--- config.mk ---
export PLATFORM = sky130hd
export DESIGN_NAME = wgrc_front
export DESIGN_NICKNAME = d
export VERILOG_FILES = /design/src/rtl/wgrc_pkg.sv /design/src/rtl/wgrc_front.sv
export SDC_FILE = /design/constraint.sdc
export NUM_CORES = 1
export LEC_CHECK = 0
export BUFFER_PORTS_ARGS = -buffer_cell sky130_fd_sc_hd__buf_2
export CORE_MARGIN = 2
export CORE_UTILIZATION = 46
export CTS_CLUSTER_SIZE = 10
export DETAILED_ROUTE_END_ITERATION = 10
export PLACE_DENSITY = 0.66
export SLEW_MARGIN = 25
export SYNTH_ARGS = -nofsm -noshare
export SYNTH_HDL_FRONTEND = slang
export SYNTH_SLANG_ARGS = --single-unit
export TNS_END_PERCENT = 100
--- constraint.sdc ---
create_clock -name clk -period 10.8 [get_ports clk]
set_input_delay 2.16 -clock clk [delete_from_list [all_inputs] [get_ports clk]]
set_output_delay 2.16 -clock clk [all_outputs]
set_load 0.01 [all_outputs]
--- src/rtl/wgrc_pkg.sv ---
// Shared types, constants and helpers for the growth-rate correlation block.
package wgrc_pkg;
	localparam int unsigned MAX_WINDOW_DEF = 256;
	localparam int unsigned QUEUE_DEPTH = 4;
	localparam int unsigned QAW = $clog2(QUEUE_DEPTH);
	localparam int unsigned S_TDATA_W = 160;
	localparam int unsigned M_TDATA_W = 352;
	localparam int unsigned M_TUSER_W = 2;
	localparam logic [63:0] FIXED_SCALE = 64'd1000000000000000000;
	localparam logic [63:0] INT64_MAX = 64'h7fff_ffff_ffff_ffff;
	localparam logic [63:0] INT64_MIN = 64'h8000_0000_0000_0000;

	// how the front end sorts a sample against the window fill
	typedef enum logic [1:0] {
		KIND_FIRST = 2'd0,
		KIND_RATE  = 2'd1,
		KIND_DROP  = 2'd2
	} kind_t;

	typedef struct packed {
		logic [63:0] agent_value;
		logic [63:0] structure_value;
		logic [31:0] tag;
		logic        is_last;
		kind_t       kind;
	} item_t;

	// request to the shared (x*m)/d unit
	typedef struct packed {
		logic        neg;
		logic [63:0] x;
		logic [63:0] m;
		logic [63:0] d;
		logic        rnd;
		logic        mul_only;
	} md_req_t;

	function automatic logic [63:0] mag64(input logic [63:0] v);
		return v[63] ? (64'd0 - v) : v;
	endfunction
endpackage

--- src/rtl/wgrc_front.sv ---
// Front end: stream intake, sample classification and the item queue.
module wgrc_front #(
	parameter int unsigned MAX_WINDOW = wgrc_pkg::MAX_WINDOW_DEF
) (
	input  logic                             clk,
	input  logic                             arst_n,
	input  logic                             s_tvalid,
	output logic                             s_tready,
	input  logic [wgrc_pkg::S_TDATA_W-1:0]   s_tdata,
	input  logic                             s_tlast,
	output logic                             q_valid,
	input  logic                             q_pop,
	output wgrc_pkg::item_t                  q_item
);
	import wgrc_pkg::*;

	localparam int unsigned CW = $clog2(MAX_WINDOW + 1);

	logic [CW-1:0]  fcnt_q;
	logic [QAW-1:0] wp_q, rp_q;
	logic [QAW:0]   qcnt_q;
	item_t          fifo_q [QUEUE_DEPTH];
	item_t          item_c;
	logic           acc_c;

	assign acc_c    = s_tvalid && s_tready;
	assign s_tready = (qcnt_q != (QAW+1)'(QUEUE_DEPTH));
	assign q_valid  = (qcnt_q != '0);
	assign q_item   = fifo_q[rp_q];

	always_comb begin
		item_c.agent_value     = s_tdata[63:0];
		item_c.structure_value = s_tdata[127:64];
		item_c.tag             = s_tdata[159:128];
		item_c.is_last         = s_tlast;
		if (fcnt_q == '0) begin
			item_c.kind = KIND_FIRST;
		end else if (fcnt_q < CW'(MAX_WINDOW)) begin
			item_c.kind = KIND_RATE;
		end else begin
			item_c.kind = KIND_DROP;
		end
	end

	always_ff @(posedge clk or negedge arst_n) begin
		if (!arst_n) begin
			fcnt_q <= '0;
			wp_q   <= '0;
			rp_q   <= '0;
			qcnt_q <= '0;
		end else begin
			if (acc_c) begin
				wp_q <= wp_q + QAW'(1);
				if (s_tlast) begin
					fcnt_q <= '0;
				end else if (fcnt_q < CW'(MAX_WINDOW)) begin
					fcnt_q <= fcnt_q + CW'(1);
				end
			end
			if (q_pop) begin
				rp_q <= rp_q + QAW'(1);
			end
			unique case ({acc_c, q_pop})
				2'b10:   qcnt_q <= qcnt_q + (QAW+1)'(1);
				2'b01:   qcnt_q <= qcnt_q - (QAW+1)'(1);
				default: qcnt_q <= qcnt_q;
			endcase
		end
	end

	always_ff @(posedge clk) begin
		if (acc_c) begin
			fifo_q[wp_q] <= item_c;
		end
	end
endmodule

Word level (Yosys, flattened, before mapping)
Memories as Yosys holds them, arrays and structs flattened. Cells that the tools add are included.

Multiplexer cells: 7. Bitwise logic cells: 0. Add/subtract/negate cells: 5. Order comparisons: 1. Reductions and logical operators: 6. Multiply operators: 0. Shifts and indexed selects: 0. Equal/unequal tests: 3. Div/mod/pow operators: 0.

Operator list (count): $mux 9 (2); $add 9x1->9 const B (1); $logic_not 9->1 (1); $lt 9x9->1 const B (1); $pmux 3 s2 (1); $add 2x1->2 const B (2); $mux 2 (2); $reduce_bool 2->1 (2); $add 3x1->3 const B (1); $ne 3x3->1 const B (1); $reduce_bool 3->1 (1); $sub 3x1->3 const B (1); $eq 2x1->1 const B (1); $eq 2x2->1 const B (1); $mux 1 (2); $reduce_and 2->1 (1); $logic_and 1x1->1 (1).

Register bits after elaboration: 16. Memory bits (read-only): 0. Output and inout bits: 165. Input bits: 165. Latch bits: 0. RAM bits: 652. Memories: 1. Logic and storage cells: 27.

Memory list: fifo_q (depth 4, bits a word 163, rd ports 1, clocked after Yosys merged registers in 0, write ports 1, line wgrc_front.sv:22) `item_t fifo_q [QUEUE_DEPTH];`.

Logic depth before layout (Yosys ltp)
Gate-level depths: netlist (run 1).

Word-level depth: 4. Depth in mapped cells: 11. Gate-level depth less buffers: 9.

Worst setup path before layout (run 1)
Ideal clock, no wire load.

Path type: input-to-reg. Start point: input port s_tvalid. End point: memory fifo_q[0][0] (netlist name) (enable). Required time: 10.257 ns. Setup slack: 4.311 ns. Data arrival time: 5.945 ns. Cell stages on the path: 1. Setup time: 0.543 ns. Buffers on the path: 0. Path through: and3_1.

Cells in the longest elaborated chain, start to end: 3.

RTL lines: start: declaration (line wgrc_front.sv:7) `input logic s_tvalid,`; $logic_and 1x1->1 (line wgrc_front.sv:26) `assign acc_c = s_tvalid && s_tready;`; $mux 1 (line wgrc_front.sv:72) `if (acc_c) begin`; $mux 1 (implied by the code) (line wgrc_front.sv:73) `fifo_q[wp_q] <= item_c;`; end: declaration (line wgrc_front.sv:22).

No other way between the ends.

==> results of run 1 <==
==> state kept, by name (all words and copies together), names as in the netlist <==
name	flops
fifo_q	652
fcnt_q	9
rp_q	2
qcnt_q	3
wp_q	2
==> synthesized netlist by cell type, types with 2 or more instances <==
master	n	share of area, %
sky130_fd_sc_hd__a21oi_1	4	0.082
sky130_fd_sc_hd__and3_1	5	0.13
sky130_fd_sc_hd__buf_1	7	0.11
sky130_fd_sc_hd__buf_2	6	0.12
sky130_fd_sc_hd__buf_4	15	0.46
sky130_fd_sc_hd__buf_6	2	0.092
sky130_fd_sc_hd__clkbuf_1	11	0.17
sky130_fd_sc_hd__dfrtp_1	16	1.6
sky130_fd_sc_hd__edfxtp_1	652	80
sky130_fd_sc_hd__ha_1	7	0.36
sky130_fd_sc_hd__inv_1	8	0.12
sky130_fd_sc_hd__mux4_2	163	15
sky130_fd_sc_hd__nand2_1	6	0.092
sky130_fd_sc_hd__nand3_1	3	0.062
sky130_fd_sc_hd__nand4_1	3	0.077
sky130_fd_sc_hd__nor2_1	3	0.046
sky130_fd_sc_hd__nor2b_1	3	0.077
sky130_fd_sc_hd__o21ai_0	9	0.18
sky130_fd_sc_hd__o31ai_1	2	0.062
sky130_fd_sc_hd__xnor2_1	3	0.11
sky130_fd_sc_hd__xor2_1	3	0.11
==> routing by layer <==
layer | part of all wire [%] | track usage [%]
met3 | 7.3 | 5.277
met2 | 50 | 27.87
met1 | 41 | 23.06
met4 | 2.2 | 5.719
met5 | 0.15 | 0
==> layout make-up <==
| class | count | area share, % |
|---|---|---|
| Multi-Input combinational cell | 230 | 14.37 |
| Clock inverter | 7 | 0.4831 |
| Inverter | 9 | 0.1337 |
| Timing Repair Buffer | 341 | 6.030 |
| Tap cell | 688 | 2.968 |
| Sequential cell | 668 | 68.90 |
| Antenna cell | 2 | 0.01725 |
| Clock buffer | 101 | 7.100 |
==> placed cells by master, fill, tap and decap left out, types with 2 or more instances in the layout <==
cell type	Yosys	final
sky130_fd_sc_hd__edfxtp_1	652	652
sky130_fd_sc_hd__buf_2	6	329
sky130_fd_sc_hd__mux4_2	163	163
sky130_fd_sc_hd__clkbuf_16	0	79
sky130_fd_sc_hd__clkbuf_1	11	22
sky130_fd_sc_hd__dfrtp_1	16	14
sky130_fd_sc_hd__buf_4	15	11
sky130_fd_sc_hd__o21ai_0	9	9
sky130_fd_sc_hd__inv_1	8	8
sky130_fd_sc_hd__ha_1	7	7
sky130_fd_sc_hd__nand2_1	6	6
sky130_fd_sc_hd__a21oi_1	4	4
sky130_fd_sc_hd__and3_4	0	4
sky130_fd_sc_hd__inv_6	1	3
sky130_fd_sc_hd__nor2b_1	3	3
sky130_fd_sc_hd__nor2_1	3	3
sky130_fd_sc_hd__xnor2_1	3	3
sky130_fd_sc_hd__xor2_1	3	3
sky130_fd_sc_hd__nand4_1	3	3
sky130_fd_sc_hd__nand3_1	3	3
sky130_fd_sc_hd__bufinv_16	0	3
sky130_fd_sc_hd__diode_2	0	2
sky130_fd_sc_hd__o31ai_1	2	2
sky130_fd_sc_hd__clkinv_8	0	2
sky130_fd_sc_hd__dfrtp_4	0	2
==> cell families (layout without fill, tap and decap cells) <==
family                   count (synthesis)  count (layout)  share of synthesized area [%]
AO/OA/AOI/OAI                           22              22                         0.5487
XOR/XNOR                                 6               6                         0.2154
adder cells (fa/ha/maj)                  8               8                         0.4410
buffers and inverters                   50             458                          1.113
flip-flops                             668             668                          81.89
multiplexers                           164             164                          15.09
other                                    0               2                              0
AND/OR/NAND/NOR                         30              30                         0.7026
==> per-stage QoR <==
step	worst slack (ns)	cell area, um2
after floorplan	4.311	24400
after global placement	5.976	26800
after CTS	5.292	29000
final	5.473	29010
after global routing	5.186	29010
after detailed placement	5.961	26800
==> worst max path at each step <==
| stage | startpoint | slack, ns | endpoint |
|---|---|---|---|
| 4_1_cts | rp_q[0]$_DFFE_PN0P_ | 5.29 | q_item[106] |
| 3_3_place_gp | rp_q[0]$_DFFE_PN0P_ | 5.98 | q_item[88] |
| 5_1_grt | rp_q[0]$_DFFE_PN0P_ | 5.19 | q_item[106] |
| 3_5_place_dp | rp_q[0]$_DFFE_PN0P_ | 5.96 | q_item[106] |
| 6_report | rp_q[0]$_DFFE_PN0P_ | 5.47 | q_item[88] |
| 2_1_floorplan | s_tvalid | 4.31 | fifo_q[0][0]$_DFFE_PP_ |
==> power breakdown <==
| group | internal, mW | leakage [nW] | switching, mW |
|---|---|---|---|
| Combinational | 0.985 | 2.62 | 1.21 |
| Clock | 1.39 | 1.06 | 0.937 |
| Sequential | 3.42 | 6.17 | 0.185 |
==> tab_implementation.tex, run 1 <==
\begin{tabular}{lr}
\hline
Metric & Value \\
\hline
\multicolumn{2}{l}{\textbf{Clock network}} \\
\quad CTS tree & built \\
\quad Maximum level of the CTS H-tree & 3 \\
\quad Buffers from clock root to sink, at most & 3 \\
\quad Post-CTS Setup Inserts & 0 \\
\quad CTS clock-pin slew for the worst setup and hold paths & 0.05 ns \\
\quad CTS buffer count & 78 \\
\quad PostCTS Resize Cnt & 0 \\
\quad Root buffer cell & sky130\_fd\_sc\_hd\_\_clkbuf\_16 \\
\quad Clock latency of the later-clocked register in the worst-skew pair & roughly 0.59 ns \\
\quad Clk sinks & between 600 and 700 \\
\quad Number of hold buffers added after CTS & 0 \\
\multicolumn{2}{l}{\textbf{Hold path}} \\
\quad Kind of path behind the tightest hold check & flip-flop to flip-flop \\
\quad Hold path endpoint & qcnt\_q[2]\$\_DFFE\_PN0P\_ \\
\quad Startpoint of the lowest-slack hold path & qcnt\_q[2]\$\_DFFE\_PN0P\_ \\
\quad Hold Path Cell Cnt & 1 \\
\multicolumn{2}{l}{\textbf{Critical path}} \\
\quad Maximum fanout along the worst path & 43 \\
\quad Setup crit end kind & primary output \\
\quad Flop-to-flop setup slack & 7.88 ns \\
\quad Cell with the largest stage delay on the worst path & sky130\_fd\_sc\_hd\_\_dfrtp\_4 \\
\quad Required time at the worst-slack endpoint & 8.64 ns \\
\quad Category of the most critical setup path & flip-flop to primary output \\
\quad WP buf/inv & 2 \\
\quad Type of origin of the critical path & flip-flop \\
\quad Capturing point of the worst reg2reg path & fifo\_q[2][45]\$\_DFFE\_PP\_ \\
\quad Number of cell instances on the worst register-to-register path & 3 \\
\quad Reg-to-reg startpoint & qcnt\_q[2]\$\_DFFE\_PN0P\_ \\
\quad Slowest stage delay, CP & 0.93 ns \\
\quad Cell depth of the worst setup path & 3 \\
\quad Critical path cell sequence & buf\_4 -> mux4\_2 -> buf\_2 \\
\quad Worst path arrival time & 3.17 ns \\
\quad Family with the most delay on the worst path & buffers and inverters \\
\multicolumn{2}{l}{\textbf{Timing}} \\
\quad Final-report max-slew violation count & 0 \\
\quad Setup repair after global routing missed its margin & false \\
\quad Worst setup skew after layout & 0.01804 ns \\
\quad Final setup violating endpoints & 0 \\
\quad Share of the clock period used by the worst path & 49.33\% \\
\quad Slew margin rel. & 35.13\% \\
\quad Time the final worst path needs with I/O delays and setup & around 5.3 ns \\
\quad Transition time at the pin with the least slew margin & 0.9730 ns \\
\quad Total negative slack & 0 ns \\
\quad Worst hold-check slack & 0.4883 ns \\
\quad Top achievable clock speed & 187.7 MHz \\
\quad Number of hold violations in the final report & 0 \\
\multicolumn{2}{l}{\textbf{Global route}} \\
\quad Via count of the first global-routing pass & 11,740 \\
\quad First-pass GRT wire length & 70,930 um \\
\quad Maximum number of pins on one net before global-route repair & 89 \\
\quad Antenna violations before repair & 9 \\
\quad Grt ovf & 0 \\
\quad Global router's overall resource usage & 17.43\% \\
\multicolumn{2}{l}{\textbf{Drt}} \\
\quad Total number of vias & about 11,000 \\
\quad DRC Markers & 0 \\
\quad Violation count after the first detailed-routing iteration & 723 \\
\quad Wirelength, routed & $\sim$48,000 um \\
\quad Pre-Repair DR Iteration Count & 5 \\
\quad Vias per cell & 5.459 \\
\quad Antenna Nets Post-Route & 0 \\
\quad Routed wirelength normalized by instance count & around 23 um \\
\multicolumn{2}{l}{\textbf{Layout}} \\
\quad Final instance count without filler cells & 2,046 \\
\quad Number of inserted filler cells in the final layout & 3,992 \\
\quad Layout overhead on the synthesized area & 18.89\% \\
\quad Final core utilization & between 50\% and 60\% \\
\quad Multi-input combinational cell area & 4168 um2 \\
\quad \# nets final & 1,501 \\
\quad Register area & 19,990 um2 \\
\quad Share of post-route cells with drive strength above 1 & around 44\% \\
\multicolumn{2}{l}{\textbf{Outcome}} \\
\quad Result of the run & completed \\
\multicolumn{2}{l}{\textbf{Floorplanning}} \\
\quad Initial cell density of the core & a little under half \\
\quad I/O pin count & 330 \\
\quad Core region area & 52,550 um2 \\
\quad Vertical die dimension & 234.3 um \\
\quad Placement Rows & between 80 and 90 \\
\quad Die footprint & $\sim$55,000 um2 \\
\quad Overall die width & 234.3 um \\
\multicolumn{2}{l}{\textbf{Place}} \\
\quad Buffers added on ports & about 330 \\
\quad Global placement routability congestion & 0.7292 \\
\quad \# placed instances & 1,936 \\
\quad Half-perimeter wire length after detailed placement & 28,370 um \\
\multicolumn{2}{l}{\textbf{Synthesis}} \\
\quad Warnings from Yosys & 0 \\
\quad Fraction of the yosys area taken by sequential cells & about four fifths \\
\quad Average instance area after synthesis & 25.74 um2 \\
\quad Synthesized instance count & 948 \\
\quad Number of library cell types mapped by synthesis & 38 \\
\quad Flip-flop and latch count after synthesis & 668 \\
\quad Number of enable-type register cells in the synthesized netlist & 652 \\
\quad Flip-flop cell with the highest count after synthesis & sky130\_fd\_sc\_hd\_\_edfxtp\_1 \\
\quad Mapped Nets & 1,121 \\
\quad Fraction of registers with async set/reset & 2.395\% \\
\quad Cell area after technology mapping & 24,400 um2 \\
\multicolumn{2}{l}{\textbf{Power and ir drop}} \\
\quad Power density of the placed cells & 280.0 nW/um2 \\
\quad Cell leakage power & roughly 10 nW \\
\quad Total Power Consumption & 8.123 mW \\
\quad Peak ir drop on the vdd network & 245.0 uV \\
\multicolumn{2}{l}{\textbf{Run}} \\
\quad Total of max-cap violations & 0 \\
\hline
\end{tabular}
(Power assumes the default switching activity.)
==> run 2: changes to the inputs <==
Settings changed: ABC_AREA from default to 1, PLACE_DENSITY 0.66 to 0.68.
Clock period 10.8 ns to 4.7 ns, I/O delays scaled along.
==> tab_implementation.tex, run 2 <==
\begin{tabular}{lr}
\hline
Metric & Value \\
\hline
\multicolumn{2}{l}{\textbf{Critical path}} \\
\quad Type of origin of the critical path & flip-flop \\
\quad Flop-to-flop setup slack & 2.47 ns (-5.41 ns) \\
\quad Category of the most critical setup path & flip-flop to primary output \\
\quad Setup crit end kind & primary output \\
\quad Reg-to-reg startpoint & qcnt\_q[0]\$\_DFFE\_PN0P\_ \\
\quad Maximum fanout along the worst path & 146 (+240\%) \\
\quad Required time at the worst-slack endpoint & 3.76 ns (-4.88 ns) \\
\quad Number of cell instances on the worst register-to-register path & 5 (+2) \\
\quad Worst path arrival time & 2.87 ns (-0.30 ns) \\
\quad Capturing point of the worst reg2reg path & fifo\_q[0][119]\$\_DFFE\_PP\_ \\
\multicolumn{2}{l}{\textbf{Place}} \\
\quad Global placement routability congestion & 0.7602 (+4.3\%) \\
\quad Buffers added on ports & 329 (unchanged) \\
\quad Post-place instance area & 27,370 um2 (+2.1\%) \\
\quad Half-perimeter wire length after detailed placement & 31,590 um (+11\%) \\
\multicolumn{2}{l}{\textbf{Timing}} \\
\quad Time the final worst path needs with I/O delays and setup & 3.807 ns \\
\quad Final setup violating endpoints & 0 (unchanged) \\
\quad Number of hold violations in the final report & 0 (unchanged) \\
\quad Worst hold-check slack & 0.2486 ns (-0.2397 ns) \\
\quad Worst setup skew after layout & 0.02699 ns (+0.008954 ns) \\
\quad Transition time at the pin with the least slew margin & 0.9091 ns (-0.06389 ns) \\
\quad Slew margin rel. & 39.39\% (+4.3 points) \\
\quad Setup repair after global routing missed its margin & false \\
\quad Top achievable clock speed & 262.7 MHz \\
\quad Total negative slack & 0 ns (unchanged) \\
\quad Share of the clock period used by the worst path & 80.99\% \\
\quad Final-report max-slew violation count & 0 (unchanged) \\
\multicolumn{2}{l}{\textbf{Floorplanning}} \\
\quad Die footprint & 56,200 um2 (+2.4\%) \\
\quad Core region area & 53,810 um2 (+2.4\%) \\
\quad Placement Rows & 85 (+1.2\%) \\
\quad Vertical die dimension & 237.1 um (+1.2\%) \\
\quad Initial cell density of the core & 46.44\% (about the same) \\
\quad Overall die width & 237.1 um (+1.2\%) \\
\quad I/O pin count & 330 (unchanged) \\
\multicolumn{2}{l}{\textbf{Clock network}} \\
\quad Post-CTS Setup Inserts & 0 (unchanged) \\
\quad CTS buffer count & 77 (-1.3\%) \\
\quad Number of hold buffers added after CTS & 0 (unchanged) \\
\quad Maximum level of the CTS H-tree & 3 (unchanged) \\
\quad Clk sinks & 668 (unchanged) \\
\quad CTS clock-pin slew for the worst setup and hold paths & 0.05 ns (about the same) \\
\quad PostCTS Resize Cnt & 0 (unchanged) \\
\quad Clock latency of the later-clocked register in the worst-skew pair & 0.62 ns (+0.03 ns) \\
\quad Buffers from clock root to sink, at most & 3 (unchanged) \\
\quad CTS tree & built \\
\quad Root buffer cell & sky130\_fd\_sc\_hd\_\_clkbuf\_16 \\
\multicolumn{2}{l}{\textbf{Global route}} \\
\quad Grt ovf & 0 (unchanged) \\
\quad Via count of the first global-routing pass & 15,290 (+30\%) \\
\quad Antenna violations before repair & 15 (+6) \\
\quad Maximum number of pins on one net before global-route repair & 185 (+110\%) \\
\quad Global router's overall resource usage & 19.69\% (+2.3 points) \\
\quad First-pass GRT wire length & 85,480 um (+21\%) \\
\multicolumn{2}{l}{\textbf{Synthesis}} \\
\quad Fraction of the yosys area taken by sequential cells & 79.95\% (-1.9 points) \\
\quad Top post-synthesis cells by count & 652 x sky130\_fd\_sc\_hd\_\_edfxtp\_1, 340 x sky130\_fd\_sc\_hd\_\_nor2\_1, 336 x sky130\_fd\_sc\_hd\_\_o21ai\_0 \\
\quad Mapped Nets & 1,877 (+67\%) \\
\quad Number of enable-type register cells in the synthesized netlist & 652 (unchanged) \\
\quad Dominant cell by count in the synthesized netlist & sky130\_fd\_sc\_hd\_\_edfxtp\_1 \\
\quad Synthesized instance count & 1,704 (+80\%) \\
\quad Flip-flop and latch count after synthesis & 668 (unchanged) \\
\quad Number of library cell types mapped by synthesis & 25 (-34\%) \\
\quad Top cells by area, synth & sky130\_fd\_sc\_hd\_\_edfxtp\_1 78\%, sky130\_fd\_sc\_hd\_\_o21ai\_0 6.7\%, sky130\_fd\_sc\_hd\_\_nor2\_1 5.1\%, sky130\_fd\_sc\_hd\_\_o22ai\_1 4.1\%, sky130\_fd\_sc\_hd\_\_dfrtp\_1 1.6\% \\
\quad Cell area after technology mapping & 24,990 um2 (+2.4\%) \\
\quad Warnings from Yosys & 0 (unchanged) \\
\quad Share of the synthesized area in the top cell type & 78.35\% (-1.9 points) \\
\quad Fraction of registers with async set/reset & 2.395\% (unchanged) \\
\quad Post-synthesis cell type with the largest combined area & sky130\_fd\_sc\_hd\_\_edfxtp\_1 \\
\quad Average instance area after synthesis & 14.66 um2 (-43\%) \\
\quad Flip-flop cell with the highest count after synthesis & sky130\_fd\_sc\_hd\_\_edfxtp\_1 \\
\multicolumn{2}{l}{\textbf{Outcome}} \\
\quad Result of the run & completed \\
\multicolumn{2}{l}{\textbf{Layout}} \\
\quad Top library cells by usage in the layout, fill and taps aside & 652 x sky130\_fd\_sc\_hd\_\_edfxtp\_1, 336 x sky130\_fd\_sc\_hd\_\_nor2\_1, 336 x sky130\_fd\_sc\_hd\_\_o21ai\_0 \\
\quad \# nets final & 2,206 (+47\%) \\
\quad Register name with the most flops & fifo\_q \\
\quad Commonest non-fill, non-tap cell in the layout & sky130\_fd\_sc\_hd\_\_edfxtp\_1 \\
\quad Share of post-route cells with drive strength above 1 & 22.17\% (-22 points) \\
\quad Largest registers in the final layout & fifo\_q x652, fcnt\_q x9, qcnt\_q x3 \\
\quad Max reg flops & 652 (unchanged) \\
\quad Design Area, Final & 29,570 um2 (+2.0\%) \\
\quad Final core utilization & 54.96\% (-0.24 points) \\
\quad Layout overhead on the synthesized area & 18.35\% \\
\quad Number of inserted filler cells in the final layout & 4,283 (+7.3\%) \\
\multicolumn{2}{l}{\textbf{Drt}} \\
\quad Pre-Repair DR Iteration Count & 4 (-1) \\
\quad Violation count after the first detailed-routing iteration & 1,196 (+65\%) \\
\quad Routed wirelength normalized by instance count & 20.22 um (-14\%) \\
\quad Wirelength, routed & 55,880 um (+16\%) \\
\quad Total number of vias & 15,160 (+36\%) \\
\quad Vias per cell & 5.487 (+0.52\%) \\
\quad DRC Markers & 0 (unchanged) \\
\quad Antenna Nets Post-Route & 0 (unchanged) \\
\multicolumn{2}{l}{\textbf{Power and ir drop}} \\
\quad Clock network fraction of design power & 26.4\% (-2.3 points) \\
\quad Peak ir drop on the vdd network & 842.2 uV (+240\%) \\
\quad Cell leakage power & 10.18 nW (+3.2\%) \\
\quad Internal cell power & 12.85 mW (+120\%) \\
\quad Combinational group share of total power & 32.3\% (+5.3 points) \\
\quad Switching fraction of total power & 34.94\% (+6.3 points) \\
\quad Net switching component of the power & 6.902 mW (+200\%) \\
\quad Seq pwr share & 41.3\% (-3.0 points) \\
\quad Power density of the placed cells & 668.0 nW/um2 (+140\%) \\
\multicolumn{2}{l}{\textbf{Run}} \\
\quad Total of max-cap violations & 0 (unchanged) \\
\multicolumn{2}{l}{\textbf{Hold path}} \\
\quad Kind of path behind the tightest hold check & input pin to async pin \\
\hline
\end{tabular}
==> run 2: worst max-delay path: stages (launching register included) <==
cell and delay, ns:
sky130_fd_sc_hd__dfrtp_4 0.61, sky130_fd_sc_hd__inv_8 0.59, sky130_fd_sc_hd__buf_4 0.43, sky130_fd_sc_hd__o21ai_0 0.12, sky130_fd_sc_hd__o22ai_1 0.17, sky130_fd_sc_hd__buf_2 0.16
==> run 2: kinds of logic after synthesis <==
group	Yosys count	synth area share [%]
flip-flops	668	79.95
AO/OA/AOI/OAI	501	10.88
AND/OR/NAND/NOR	387	5.958
buffers and inverters	135	2.609
adder cells (fa/ha/maj)	8	0.4306
XOR/XNOR	5	0.1752
==> run 2: through the flow <==
step | total power [mW] | setup WS, ns | instances
2_1_floorplan | 12.22 | -1.082 | 1704
3_3_place_gp | 14.59 | 1.614 | 2649
3_5_place_dp | 14.72 | 1.561 | 2649
4_1_cts | 19.96 | 0.9051 | 2752
5_1_grt | 20.84 | 0.7045 | 2758
6_report | 19.76 | 0.8934 | 2763
==> run 2: per-layer routing <==
metal,GRT usage (%),vias up,wire [um]
li1,-,7058,-
met1,25.49,7532,23140
met2,32.34,454,27240
met3,5.188,101,4057
met4,6.956,16,1355
met5,0,-,90
==> run 2: how the worst max path moves through the flow <==
| stage | start | to | slack [ns] | cells past startpoint |
|---|---|---|---|---|
| floorplan | s_tvalid | fifo_q[0][0]$_DFFE_PP_ | -1.08 | 2 |
| global placement | rp_q[0]$_DFFE_PN0P_ | q_item[10] | 1.61 | 5 |
| detailed placement | rp_q[0]$_DFFE_PN0P_ | q_item[10] | 1.56 | 5 |
| CTS | rp_q[0]$_DFFE_PN0P_ | q_item[10] | 0.91 | 5 |
| global route | rp_q[0]$_DFFE_PN0P_ | q_item[85] | 0.70 | 5 |
| finish | rp_q[0]$_DFFE_PN0P_ | q_item[106] | 0.89 | 5 |
==> run 2: power groups by stage <==
stage / Sequential, mW / Clock [mW] / Combinational (mW)
final: 8.15 / 5.21 / 6.39
after global routing: 8.25 / 5.58 / 7.02
after CTS: 8.16 / 5.32 / 6.47
after detailed placement: 8.27 / 0 / 6.45
after global placement: 8.23 / 0 / 6.35
after floorplan: 8.30 / 0 / 3.92
==> run 2: area by class of cell <==
cell class / count / area, um2 / share of cell area [%]
multi-input combinational: 901 / 4388 / 14.84
timing repair buffer: 360 / 2049 / 6.930
clock inverter: 8 / 156.4 / 0.5288
sequential: 668 / 19990 / 67.58
tap: 696 / 870.8 / 2.945
clock buffer: 95 / 1994 / 6.744
antenna: 10 / 25.02 / 0.08461
inverter: 25 / 103.9 / 0.3511
==> run 3: changes to the inputs <==
Settings changed: PLACE_DENSITY 0.68 to 0.66.
Clock period 4.7 ns to 3.85 ns, I/O delays scaled along.
==> tab_implementation.tex, run 3 (synthesized netlist as in run 2, its figures left out) <==
\begin{tabular}{lr}
\hline
Metric & Value \\
\hline
\multicolumn{2}{l}{\textbf{Outcome}} \\
\quad Result of the run & completed \\
\multicolumn{2}{l}{\textbf{Critical path}} \\
\quad Cell with the largest stage delay on the worst path & sky130\_fd\_sc\_hd\_\_dfrtp\_4 \\
\quad Worst path arrival time & 2.48 ns (-0.39 ns) \\
\quad Type of origin of the critical path & flip-flop \\
\quad Reg-to-reg startpoint & qcnt\_q[0]\$\_DFFE\_PN0P\_ \\
\quad WP buf/inv & 3 (unchanged) \\
\quad Family with the most delay on the worst path & buffers and inverters \\
\quad Flop-to-flop setup slack & 1.70 ns (-0.77 ns) \\
\quad Capturing point of the worst reg2reg path & fifo\_q[0][114]\$\_DFFE\_PP\_ \\
\quad Category of the most critical setup path & flip-flop to primary output \\
\quad Number of cell instances on the worst register-to-register path & 5 (unchanged) \\
\quad Required time at the worst-slack endpoint & 3.08 ns (-0.68 ns) \\
\quad Setup crit end kind & primary output \\
\quad Slowest stage delay, CP & 0.53 ns (-0.08 ns) \\
\quad Maximum fanout along the worst path & 81 (-45\%) \\
\quad Critical path cell sequence & inv\_8 -> buf\_12 -> o21ai\_0 -> o22ai\_1 -> buf\_2 \\
\multicolumn{2}{l}{\textbf{Drt}} \\
\quad Violation count after the first detailed-routing iteration & 941 (-21\%) \\
\quad Routed wirelength normalized by instance count & 20.48 um (+1.2\%) \\
\quad Wirelength, routed & 56,490 um (+1.1\%) \\
\quad DRC Markers & 0 (unchanged) \\
\quad Pre-Repair DR Iteration Count & 4 (unchanged) \\
\quad Total number of vias & 15,210 (+0.34\%) \\
\quad Antenna Nets Post-Route & 0 (unchanged) \\
\quad Vias per cell & 5.514 (+0.49\%) \\
\multicolumn{2}{l}{\textbf{Floorplanning}} \\
\quad Initial cell density of the core & 46.44\% (unchanged) \\
\quad Vertical die dimension & 237.1 um (unchanged) \\
\quad Overall die width & 237.1 um (unchanged) \\
\quad Core region area & 53,810 um2 (unchanged) \\
\quad Placement Rows & 85 (unchanged) \\
\quad Die footprint & 56,200 um2 (unchanged) \\
\quad I/O pin count & 330 (unchanged) \\
\multicolumn{2}{l}{\textbf{Clock network}} \\
\quad Clk sinks & 668 (unchanged) \\
\quad Root buffer cell & sky130\_fd\_sc\_hd\_\_clkbuf\_16 \\
\quad CTS tree & built \\
\quad CTS clock-pin slew for the worst setup and hold paths & 0.05 ns (about the same) \\
\quad Clock latency of the later-clocked register in the worst-skew pair & 0.62 ns (about the same) \\
\quad Buffers from clock root to sink, at most & 3 (unchanged) \\
\quad Number of hold buffers added after CTS & 0 (unchanged) \\
\quad Post-CTS Setup Inserts & 0 (unchanged) \\
\quad Maximum level of the CTS H-tree & 3 (unchanged) \\
\quad CTS buffer count & 78 (+1.3\%) \\
\quad PostCTS Resize Cnt & 0 (unchanged) \\
\multicolumn{2}{l}{\textbf{Power and ir drop}} \\
\quad Peak ir drop on the vdd network & 534.1 uV (-37\%) \\
\quad Power density of the placed cells & 819.9 nW/um2 (+23\%) \\
\quad Cell leakage power & 10.16 nW (-0.23\%) \\
\quad Total Power Consumption & 24.23 mW (+23\%) \\
\multicolumn{2}{l}{\textbf{Layout}} \\
\quad Multi-input combinational cell area & 4388 um2 (unchanged) \\
\quad Final core utilization & 54.91\% (about the same) \\
\quad Top library cells by usage in the layout, fill and taps aside & 652 x sky130\_fd\_sc\_hd\_\_edfxtp\_1, 336 x sky130\_fd\_sc\_hd\_\_nor2\_1, 336 x sky130\_fd\_sc\_hd\_\_o21ai\_0 \\
\quad Register area & 19,990 um2 (unchanged) \\
\quad \# nets final & 2,197 (-0.41\%) \\
\quad Commonest non-fill, non-tap cell in the layout & sky130\_fd\_sc\_hd\_\_edfxtp\_1 \\
\quad Largest registers in the final layout & fifo\_q x652, fcnt\_q x9, qcnt\_q x3 \\
\quad Layout overhead on the synthesized area & 18.25\% (about the same) \\
\quad Max reg flops & 652 (unchanged) \\
\quad Number of inserted filler cells in the final layout & 4,316 (+0.77\%) \\
\quad Share of post-route cells with drive strength above 1 & 21.84\% (-0.33 points) \\
\quad Register name with the most flops & fifo\_q \\
\quad Design Area, Final & 29,550 um2 (about the same) \\
\multicolumn{2}{l}{\textbf{Timing}} \\
\quad Top achievable clock speed & slightly above 300 MHz \\
\quad Slew margin rel. & 42.39\% (+3.0 points) \\
\quad Final-report max-slew violation count & 0 (unchanged) \\
\quad Setup repair after global routing missed its margin & false \\
\quad Post-layout worst setup margin & 0.6037 ns (-0.2897 ns) \\
\quad Transition time at the pin with the least slew margin & 0.8642 ns (-0.04492 ns) \\
\quad Worst setup skew after layout & 0.01618 ns (-0.01082 ns) \\
\quad Share of the clock period used by the worst path & 84.32\% \\
\quad Final setup violating endpoints & 0 (unchanged) \\
\quad Time the final worst path needs with I/O delays and setup & 3.246 ns \\
\quad Number of hold violations in the final report & 0 (unchanged) \\
\multicolumn{2}{l}{\textbf{Global route}} \\
\quad Antenna violations before repair & 19 (+4) \\
\quad Global router's overall resource usage & 19.82\% (+0.13 points) \\
\quad Grt ovf & 0 (unchanged) \\
\quad Maximum number of pins on one net before global-route repair & 167 (-9.7\%) \\
\quad First-pass GRT wire length & 85,890 um (+0.48\%) \\
\quad Via count of the first global-routing pass & 15,470 (+1.1\%) \\
\multicolumn{2}{l}{\textbf{Place}} \\
\quad Half-perimeter wire length after detailed placement & 30,790 um (-2.5\%) \\
\quad Global placement routability congestion & 0.7712 (+1.4\%) \\
\quad Worst setup slack before clock tree synthesis & 1.228 ns (-0.3327 ns) \\
\quad Post-place instance area & 27,370 um2 (about the same) \\
\quad Buffers added on ports & 329 (unchanged) \\
\multicolumn{2}{l}{\textbf{Hold path}} \\
\quad Kind of path behind the tightest hold check & input pin to async pin \\
\multicolumn{2}{l}{\textbf{Run}} \\
\quad Total of max-cap violations & 0 (unchanged) \\
\hline
\end{tabular}
[run 3: changes by cell type in the layout (fill, tap and decap cells not counted), sizes merged]
cell / change
inv: -1
buf: -10
diode: +2
clkinv: +6
clkinvlp: -1
[run 3: where the power goes]
group	switching [mW]	internal, mW	total (mW)
Clock	2.68	3.71	6.39
Combinational	5.44	2.48	7.92
Sequential	0.343	9.58	9.92
Total	8.46	15.8	24.2
[run 3: layout make-up]
type	instances	area share, %
timing repair buffer	350	6.826
sequential	668	67.64
inverter	25	0.3515
multi-input combinational	901	14.85
clock inverter	12	0.3896
clock buffer	95	6.894
tap	696	2.947
antenna	12	0.1016
[run 3: worst max path at each step]
stage | startpoint | to | slack (ns) | depth (start not counted)
finish | rp_q[0]$_DFFE_PN0P_ | q_item[150] | 0.60 | 5
global route | rp_q[0]$_DFFE_PN0P_ | q_item[150] | 0.47 | 5
CTS | rp_q[0]$_DFFE_PN0P_ | q_item[104] | 0.56 | 5
detailed placement | rp_q[0]$_DFFE_PN0P_ | q_item[104] | 1.23 | 5
global placement | rp_q[0]$_DFFE_PN0P_ | q_item[65] | 1.27 | 5
floorplan | s_tvalid | fifo_q[0][0]$_DFFE_PP_ | -1.76 | 2
[run 3: per-layer routing]
metal	GRT usage (%)	part of all wire, %
met4	7.490	2.5
met2	32.69	48
met1	24.93	41
met5	0	0.19
met3	5.782	8.1
[run 3: stage by stage]
stage,hold WS [ns],instances,TNS (ns)
2_1_floorplan,0.4684,1704,-1149.05
3_3_place_gp,0.4944,2640,0
3_5_place_dp,0.4961,2640,0
4_1_cts,0.06368,2747,0
5_1_grt,0.09790,2755,0
6_report,0.09026,2759,0
